[config.mk]
export PLATFORM = sky130hd
export DESIGN_NAME = trimmed_mean_window_filter_unit
export DESIGN_NICKNAME = d
export VERILOG_FILES = /design/src/tmwf_pkg.sv /design/src/trimmed_mean_window_filter_unit.sv /design/src/tmwf_sequencer.sv /design/src/tmwf_datapath.sv /design/src/tmwf_divider.sv
export SDC_FILE = /design/constraint.sdc
export NUM_CORES = 1
export LEC_CHECK = 0
export BUFFER_PORTS_ARGS = -buffer_cell sky130_fd_sc_hd__buf_2
export CAP_MARGIN = 40
export CORE_ASPECT_RATIO = 0.6
export CORE_UTILIZATION = 35
export DETAILED_ROUTE_END_ITERATION = 8
export MAX_ROUTING_LAYER = met4
export PLACE_DENSITY_LB_ADDON = 0.25
export SYNTH_ARGS = -nofsm -noshare
export SYNTH_HDL_FRONTEND = slang
export SYNTH_SLANG_ARGS = --single-unit
[constraint.sdc]
create_clock -name clk_i -period 7.75 [get_ports clk_i]
set_input_delay 1.55 -clock clk_i [delete_from_list [all_inputs] [get_ports clk_i]]
set_output_delay 1.55 -clock clk_i [all_outputs]
set_load 0.05 [all_outputs]
[src/tmwf_pkg.sv]
package tmwf_pkg;

  typedef logic [2:0] upc_t;

  // Microprogram addresses.
  localparam upc_t UPC_IDLE  = 3'd0;
  localparam upc_t UPC_CHECK = 3'd1;
  localparam upc_t UPC_SCAN  = 3'd2;
  localparam upc_t UPC_TRIM  = 3'd3;
  localparam upc_t UPC_DIV   = 3'd4;
  localparam upc_t UPC_EMIT  = 3'd5;

  typedef enum logic [2:0] {
    OP_LOAD,
    OP_SCAN_INIT,
    OP_SCAN,
    OP_TRIM,
    OP_DIV,
    OP_EMIT
  } op_e;

  typedef enum logic [2:0] {
    COND_ALWAYS,
    COND_IN_VALID,
    COND_FULL,
    COND_SCAN_LAST,
    COND_DIV_LAST,
    COND_OUT_FREE
  } cond_e;

  // One control word: the operation, and the jump taken when the condition holds.
  typedef struct packed {
    op_e   op;
    cond_e cond;
    upc_t  tgt;
    upc_t  nxt;
  } ucode_t;

  // Decoded strobes from the sequencer to the datapath.
  typedef struct packed {
    logic idle;
    logic load;
    logic scan_init;
    logic scan_step;
    logic trim;
    logic div_step;
    logic emit;
  } ctrl_t;

  // Status flags from the datapath back to the sequencer.
  typedef struct packed {
    logic full;
    logic scan_last;
    logic div_last;
    logic out_free;
  } stat_t;

  function automatic ucode_t ucode_rom(input upc_t addr);
    ucode_t word;
    case (addr)
      UPC_IDLE:  word = '{op: OP_LOAD,      cond: COND_IN_VALID,  tgt: UPC_CHECK, nxt: UPC_IDLE};
      UPC_CHECK: word = '{op: OP_SCAN_INIT, cond: COND_FULL,      tgt: UPC_SCAN,  nxt: UPC_EMIT};
      UPC_SCAN:  word = '{op: OP_SCAN,      cond: COND_SCAN_LAST, tgt: UPC_TRIM,  nxt: UPC_SCAN};
      UPC_TRIM:  word = '{op: OP_TRIM,      cond: COND_ALWAYS,    tgt: UPC_DIV,   nxt: UPC_DIV};
      UPC_DIV:   word = '{op: OP_DIV,       cond: COND_DIV_LAST,  tgt: UPC_EMIT,  nxt: UPC_DIV};
      UPC_EMIT:  word = '{op: OP_EMIT,      cond: COND_OUT_FREE,  tgt: UPC_IDLE,  nxt: UPC_EMIT};
      default:   word = '{op: OP_LOAD,      cond: COND_ALWAYS,    tgt: UPC_IDLE,  nxt: UPC_IDLE};
    endcase
    return word;
  endfunction

endpackage

[src/trimmed_mean_window_filter_unit.sv]
// Trimmed-mean moving-average filter for signed fixed-point angle samples.
// Input channel: in_valid_i / in_stall_o carry one sample request on sample_in_i.
// Output channel: out_valid_o / out_stall_i carry one result request on filtered_out_o.
// A request moves on a rising edge with valid high and stall low.
// Every sample gives exactly one result. Until the window has been filled the sample
// passes straight through; from then on the result is the window sum minus one
// largest and one smallest entry, divided by WINDOW_DEPTH - 2, truncated toward zero.
// A microcoded sequencer steps a small datapath: one window entry is read per cycle
// for the max/min/sum scan, and the division is a multiply by a scaled reciprocal
// in one step followed by a step that restores the sign.
// Passthrough runs the idle, check and emit steps; filtering runs idle, check,
// the scan over the window, trim, the divider steps and emit. A new sample is
// taken only once the sequence is back at the idle step.
// The result sits in an output register; while the receiver stalls it is held, the
// next sample is still taken and worked on, and that result waits in the last step.
// Reset empties the window and clears the output valid; samples are accepted in the
// first cycle after reset.
module trimmed_mean_window_filter_unit #(
  parameter int WINDOW_DEPTH = 8,
  parameter int SAMPLE_WIDTH = 16
) (
  input  logic                           clk_i,
  input  logic                           rst_ni,
  input  logic                           in_valid_i,
  output logic                           in_stall_o,
  input  logic signed [SAMPLE_WIDTH-1:0] sample_in_i,
  output logic                           out_valid_o,
  input  logic                           out_stall_i,
  output logic signed [SAMPLE_WIDTH-1:0] filtered_out_o
);
  import tmwf_pkg::*;

  localparam int SumW = SAMPLE_WIDTH + $clog2(WINDOW_DEPTH);

  ctrl_t                          ctrl;
  stat_t                          stat;
  logic                           full, scan_last, div_last, neg;
  logic        [SumW-1:0]         mag;
  logic        [SAMPLE_WIDTH-1:0] quot;
  logic signed [SAMPLE_WIDTH-1:0] result_q, filtered_q;
  logic                           out_valid_q;

  // The output register can take a new result when empty or being drained now.
  assign stat.full      = full;
  assign stat.scan_last = scan_last;
  assign stat.div_last  = div_last;
  assign stat.out_free  = !out_valid_q || !out_stall_i;

  // Samples are taken only at the idle step of the microprogram.
  assign in_stall_o     = !ctrl.idle;
  assign out_valid_o    = out_valid_q;
  assign filtered_out_o = filtered_q;

  tmwf_sequencer u_seq (
    .clk_i      (clk_i),
    .rst_ni     (rst_ni),
    .in_valid_i (in_valid_i),
    .stat_i     (stat),
    .ctrl_o     (ctrl)
  );

  tmwf_datapath #(
    .WINDOW_DEPTH (WINDOW_DEPTH),
    .SAMPLE_WIDTH (SAMPLE_WIDTH)
  ) u_dp (
    .clk_i       (clk_i),
    .rst_ni      (rst_ni),
    .ctrl_i      (ctrl),
    .sample_i    (sample_in_i),
    .full_o      (full),
    .scan_last_o (scan_last),
    .mag_o       (mag),
    .neg_o       (neg)
  );

  tmwf_divider #(
    .WINDOW_DEPTH (WINDOW_DEPTH),
    .SAMPLE_WIDTH (SAMPLE_WIDTH)
  ) u_div (
    .clk_i   (clk_i),
    .rst_ni  (rst_ni),
    .start_i (ctrl.trim),
    .step_i  (ctrl.div_step),
    .mag_i   (mag),
    .neg_i   (neg),
    .last_o  (div_last),
    .quot_o  (quot)
  );

  // The result register holds the passthrough sample, and is overwritten by the
  // signed quotient on the last divider step when the window is full.
  always_ff @(posedge clk_i) begin
    if (ctrl.load) begin
      result_q <= sample_in_i;
    end else if (ctrl.div_step && div_last) begin
      result_q <= $signed(quot);
    end
    if (ctrl.emit) begin
      filtered_q <= result_q;
    end
  end

  always_ff @(posedge clk_i or negedge rst_ni) begin
    if (!rst_ni) begin
      out_valid_q <= 1'b0;
    end else if (ctrl.emit) begin
      out_valid_q <= 1'b1;
    end else if (!out_stall_i) begin
      out_valid_q <= 1'b0;
    end
  end

endmodule

[src/tmwf_sequencer.sv]
module tmwf_sequencer (
  input  logic            clk_i,
  input  logic            rst_ni,
  input  logic            in_valid_i,
  input  tmwf_pkg::stat_t stat_i,
  output tmwf_pkg::ctrl_t ctrl_o
);
  import tmwf_pkg::*;

  upc_t   pc_q, pc_d;
  ucode_t word;
  logic   cond_met;

  always_comb begin
    word = ucode_rom(pc_q);
    unique case (word.cond)
      COND_ALWAYS:    cond_met = 1'b1;
      COND_IN_VALID:  cond_met = in_valid_i;
      COND_FULL:      cond_met = stat_i.full;
      COND_SCAN_LAST: cond_met = stat_i.scan_last;
      COND_DIV_LAST:  cond_met = stat_i.div_last;
      COND_OUT_FREE:  cond_met = stat_i.out_free;
      default:        cond_met = 1'b1;
    endcase
    pc_d = cond_met ? word.tgt : word.nxt;
  end

  always_comb begin
    ctrl_o = '0;
    unique case (word.op)
      OP_LOAD: begin
        ctrl_o.idle = 1'b1;
        ctrl_o.load = in_valid_i;
      end
      OP_SCAN_INIT: ctrl_o.scan_init = 1'b1;
      OP_SCAN:      ctrl_o.scan_step = 1'b1;
      OP_TRIM:      ctrl_o.trim      = 1'b1;
      OP_DIV:       ctrl_o.div_step  = 1'b1;
      OP_EMIT:      ctrl_o.emit      = stat_i.out_free;
      default:      ctrl_o           = '0;
    endcase
  end

  always_ff @(posedge clk_i or negedge rst_ni) begin
    if (!rst_ni) begin
      pc_q <= UPC_IDLE;
    end else begin
      pc_q <= pc_d;
    end
  end

endmodule

[src/tmwf_datapath.sv]
module tmwf_datapath #(
  parameter  int WINDOW_DEPTH = 8,
  parameter  int SAMPLE_WIDTH = 16,
  localparam int SumW         = SAMPLE_WIDTH + $clog2(WINDOW_DEPTH)
) (
  input  logic                           clk_i,
  input  logic                           rst_ni,
  input  tmwf_pkg::ctrl_t                ctrl_i,
  input  logic signed [SAMPLE_WIDTH-1:0] sample_i,
  output logic                           full_o,
  output logic                           scan_last_o,
  output logic        [SumW-1:0]         mag_o,
  output logic                           neg_o
);
  import tmwf_pkg::*;

  localparam int PtrW = $clog2(WINDOW_DEPTH);

  logic signed [SAMPLE_WIDTH-1:0] store_q [WINDOW_DEPTH];
  logic        [PtrW-1:0]         wr_ptr_q, idx_q;
  logic                           full_q;
  logic signed [SAMPLE_WIDTH-1:0] hi_q, lo_q, elem;
  logic signed [SumW-1:0]         sum_q, trimmed;

  assign elem        = store_q[idx_q];
  assign full_o      = full_q;
  assign scan_last_o = (idx_q == PtrW'(WINDOW_DEPTH - 1));

  // Drop one largest and one smallest entry, then split into sign and magnitude.
  assign trimmed = sum_q - SumW'(hi_q) - SumW'(lo_q);
  assign neg_o   = trimmed[SumW-1];
  assign mag_o   = neg_o ? (SumW'(0) - trimmed) : trimmed;

  always_ff @(posedge clk_i) begin
    if (ctrl_i.load) begin
      store_q[wr_ptr_q] <= sample_i;
    end
  end

  always_ff @(posedge clk_i or negedge rst_ni) begin
    if (!rst_ni) begin
      wr_ptr_q <= '0;
      full_q   <= 1'b0;
      idx_q    <= '0;
    end else begin
      if (ctrl_i.load) begin
        if (wr_ptr_q == PtrW'(WINDOW_DEPTH - 1)) begin
          wr_ptr_q <= '0;
          full_q   <= 1'b1;
        end else begin
          wr_ptr_q <= wr_ptr_q + 1'b1;
        end
      end
      if (ctrl_i.scan_init) begin
        idx_q <= PtrW'(1);
      end else if (ctrl_i.scan_step) begin
        idx_q <= idx_q + 1'b1;
      end
    end
  end

  always_ff @(posedge clk_i) begin
    if (ctrl_i.scan_init) begin
      hi_q  <= store_q[0];
      lo_q  <= store_q[0];
      sum_q <= SumW'(store_q[0]);
    end else if (ctrl_i.scan_step) begin
      if (elem > hi_q) begin
        hi_q <= elem;
      end
      if (elem < lo_q) begin
        lo_q <= elem;
      end
      sum_q <= sum_q + SumW'(elem);
    end
  end

endmodule

[src/tmwf_divider.sv]
module tmwf_divider #(
  parameter  int WINDOW_DEPTH = 8,
  parameter  int SAMPLE_WIDTH = 16,
  localparam int SumW         = SAMPLE_WIDTH + $clog2(WINDOW_DEPTH)
) (
  input  logic                    clk_i,
  input  logic                    rst_ni,
  input  logic                    start_i,
  input  logic                    step_i,
  input  logic [SumW-1:0]         mag_i,
  input  logic                    neg_i,
  output logic                    last_o,
  output logic [SAMPLE_WIDTH-1:0] quot_o
);

  localparam int Divisor = WINDOW_DEPTH - 2;
  localparam int Shift   = SumW + $clog2(Divisor);
  localparam int RecW    = SumW + 2;
  localparam int PrdW    = SumW + RecW;
  localparam logic [RecW-1:0] Recip =
    RecW'(((64'd1 << Shift) + 64'(Divisor - 1)) / 64'(Divisor));

  logic [SumW-1:0]         mag_q;
  logic [PrdW-1:0]         prod;
  logic [SAMPLE_WIDTH-1:0] quo_q;
  logic                    neg_q;
  logic                    cnt_q;

  // Multiply by the rounded-up reciprocal. The rounding error times the largest
  // magnitude stays below one unit of the shifted product, so the floor is exact.
  assign prod = PrdW'(mag_q) * PrdW'(Recip);

  // The first step takes the quotient magnitude, the second restores the sign.
  assign last_o = cnt_q;
  assign quot_o = neg_q ? (SAMPLE_WIDTH'(0) - quo_q) : quo_q;

  always_ff @(posedge clk_i or negedge rst_ni) begin
    if (!rst_ni) begin
      cnt_q <= 1'b0;
    end else if (start_i) begin
      cnt_q <= 1'b0;
    end else if (step_i) begin
      cnt_q <= 1'b1;
    end
  end

  always_ff @(posedge clk_i) begin
    if (start_i) begin
      mag_q <= mag_i;
      neg_q <= neg_i;
    end
    if (step_i && !cnt_q) begin
      quo_q <= prod[Shift +: SAMPLE_WIDTH];
    end
  end

endmodule

==> metrics.md <==
| Metric | Value |
|---|---|
| Reg2reg path depth | 22 |
| Tot GR Track Use | 17.5% |
| Synthesis Warnings | 0 |
| Largest net degree at the start of global routing | 31 |
| CP endpoint kind | register |
| Setup TNS | 0 ps |
| Filler cell count | 4903 |
| Critical path depth | 22 |
| Routed len/inst | 19.2 um |
| Clk slew on worst S/H paths | ~70 ps |
| Slew Viols, Final | 0 |
| I/O Pins | 38 |
| Setup violators final | 0 |
| Number of synthesized flops with an enable pin | 247 |
| Core Area | 51400 um^2 |
| Slowest-stage cell, CP | a211oi_1 |
| Hold WC Path Type | reg -> reg |
| Final Hold Viols | 0 |
| Congestion Overflow GR | 0 |
| Yosys cell types | a little over 70 |
| Critical Path AT | just over 7000 ps |
| Slew headroom | 41.4% |
| Final Net Count | just under 2000 |
| Crit path time final | between 6000 and 7000 ps |
| CTS Buf Count | 27 |
| CTS Root Cell | clkbuf_16 |
| Die height | between 150 and 200 um |
| Fin crit share | 87.2% |
| Max Cap Viol | 0 |
| Post CTS Setup Buffer Count | 0 |
| Drt pass-1 iters | 5 |
| Yosys reg bits | 259 |
| Status | finished, final reports clean |
| Global-route wire length before repair | approximately 70 mm |
| CTS Hold Buffers Added | 0 |
| Layout cell share with drive strength beyond 1 | 11.6% |
| TritonCTS clock tree | built |
| Syn Area/Cell | 12.0 um^2 |
| Worst hold path cell count | 0 |
| Most frequent cells in the layout | 255 x inv_1, 247 x edfxtp_1, 206 x ha_1 |
| DR vias | 11600 |
| Remaining antenna violation count | 0 |
| Unrepaired setup endpoints after global routing | no |
| H-tree depth | 1 |
| CTS sink count | ~260 |
| Worst Skew | 8.89 ps |
| Setup crit start kind | register |
| RD Place Congestion | approximately 0.90 |
| Total wire length | 44.2 mm |
| Vias in the first global route | 11400 |
| Max incr delay on CP | 690 ps |
| Initial Util | a little over a third |
| Worst path cell trace | ha_1 > inv_1 > fa_1 > inv_1 > fa_1 > inv_1 > fa_1 > inv_1 > fa_1 > inv_1 > fa_1 > inv_1 > ha_1 > o21ai_0 > a21oi_1 > o211ai_1 > a211oi_1 > o21ai_0 > a31oi_1 > a21o_1 > a21oi_1 > xor2_1 |
| Clk_lat worst skew | 560 ps |
| Area occupied by multi-input gates | 9650 um^2 |
| Die ar. | 53500 um^2 |
| Post-route cell area | 20400 um^2 |
| Area of the mapped netlist | around 18000 um^2 |
| Number of port buffers | 37 |
| Crit path kind | reg -> reg |
| Syn Nets | about 1900 |
| DRC Markers | 0 |
| WP data required | 8060 ps |
| Actual slew at the worst max-slew pin | roughly 870 ps |
| Mapped Cells | 1531 |
| Die width | 298 um |
| Post_cts resized | 0 |
| Commonest register cell after synthesis | edfxtp_1 |
| Area after DPL | between 15000 and 20000 um^2 |
| Clock buffer depth | 3 |
| Cell row count | 64 |
| Max Fclk | about 150 MHz |
| Final HPWL DP | 35.2 mm |
| DR iter-0 viols | 1020 |
| Critical path fanouts, max | 4 |
| Cell mode on critical path | inv_1 |
| Routed vias/inst | 5.02 |
| Seq/Total Area, Yosys | 42.0% |
| Crit path max-delay family | adder cells |
| Initial antenna violation count | 2 |
| Crit path buf inv count | 6 |
| Register area | between 7000 and 8000 um^2 |
| Commonest non-fill, non-tap cell in the layout | inv_1 |
| Synth async-reset ratio | about 4.6% |
| Syn-to-layout area delta | 11.2% |
-- flip-flops by register name (all words and copies together), names as in the netlist, 3 cells and up --
register,count
u_dp.store_q,128
u_dp.lo_q,16
u_dp.hi_q,16
u_seq.pc_q,3
filtered_out_o,16
u_dp.sum_q,19
u_dp.wr_ptr_q,3
u_dp.idx_q,3
result_q,16
u_div.quo_q,16
u_div.mag_q,19
-- path summary, 6_finish.rpt --
path / startpoint / slack, ps / end
worst min-delay path: result_q[12]$_DFFE_PP_ / 420 / filtered_out_o[12]$_DFFE_PP_
worst max-delay path: u_div.mag_q[6]$_DFFE_PN_ / 990 / u_div.quo_q[15]$_DFFE_PP_
min in group asynchronous: rst_ni / 890 / u_dp.full_o$_DFFE_PN0P_
max in group asynchronous: rst_ni / 6590 / u_dp.idx_q[0]$_DFFE_PN0P_
worst max register to register: u_div.mag_q[6]$_DFFE_PN_ / 990 / u_div.quo_q[15]$_DFFE_PP_
worst min register to register: result_q[12]$_DFFE_PP_ / 420 / filtered_out_o[12]$_DFFE_PP_
-- through the flow --
step	util, %	hold slack, ps	worst slack (ps)	std cells
3_5_place_dp	38.1	406	1100	2254
3_3_place_gp	38.0	402	1130	2251
2_1_floorplan	-	400	1750	1531
5_1_grt	39.8	423	635	2304
4_1_cts	39.7	421	1040	2303
6_report	39.8	424	992	2304
-- final cells by class --
type / count / area share (%)
well taps: 693 / 4.24
clock inverters: 12 / 0.447
flip-flops and latches: 259 / 37.8
diodes: 1 / 0.0122
multi-input cells: 985 / 47.2
inverters: 256 / 4.70
repair buffers: 61 / 2.02
clock buffers: 37 / 3.59
-- synthesized netlist by cell type, types with 4 or more instances --
| cell | number | area [um^2] |
|---|---|---|
| o21a_1 | 12 | 90.1 |
| nand4_1 | 14 | 87.6 |
| mux2i_1 | 6 | 60.1 |
| inv_1 | 255 | 957 |
| a31oi_1 | 9 | 56.3 |
| mux4_2 | 32 | 721 |
| o21ai_0 | 61 | 305 |
| fa_1 | 118 | 2360 |
| nor3_1 | 27 | 135 |
| mux2_2 | 13 | 146 |
| buf_1 | 4 | 15.0 |
| o31ai_1 | 8 | 60.1 |
| a21oi_1 | 65 | 325 |
| o21bai_1 | 4 | 30.0 |
| nor2b_1 | 15 | 93.8 |
| or2_2 | 4 | 25.0 |
| nor2_1 | 97 | 364 |
| a22o_1 | 4 | 35.0 |
| o211ai_1 | 5 | 37.5 |
| ha_1 | 206 | 2580 |
| xnor2_1 | 50 | 438 |
| nand2b_1 | 10 | 62.6 |
| nor3b_1 | 4 | 30.0 |
| xor2_1 | 36 | 315 |
| edfxtp_1 | 247 | 7420 |
| dfrtp_1 | 12 | 300 |
| clkbuf_1 | 23 | 86.3 |
| nand3_1 | 14 | 70.1 |
| a21o_1 | 34 | 255 |
| a21oi_2 | 4 | 35.0 |
| nand2_1 | 64 | 240 |
| o22ai_1 | 4 | 25.0 |
| and3_1 | 8 | 50.1 |
| or3_1 | 8 | 50.1 |
-- per-layer routing --
| metal | vias up | GRT usage [%] | wire, um |
|---|---|---|---|
| li1 | 5494 | - | - |
| met1 | 5736 | 28.6 | 24000 |
| met2 | 298 | 21.6 | 16600 |
| met3 | 32 | 3.94 | 3200 |
| met4 | 0 | 2.13 | 425 |
| met5 | - | - | 0 |
-- kinds of logic (layout without fill, tap and decap cells) --
group | Yosys count | count (layout) | share of synthesized area (%)
AO/OA/AOI/OAI | 239 | 239 | 8.41
XOR/XNOR | 87 | 87 | 4.25
adder cells (fa/ha/maj) | 324 | 324 | 26.9
buffers and inverters | 287 | 366 | 5.92
flip-flops | 259 | 259 | 42.0
multiplexers | 51 | 51 | 5.04
other | 0 | 1 | 0
AND/OR/NAND/NOR | 284 | 284 | 7.53
Power is not shown: default switching activity piles up to over one toggle a cycle in this logic, so the estimate is an artifact.
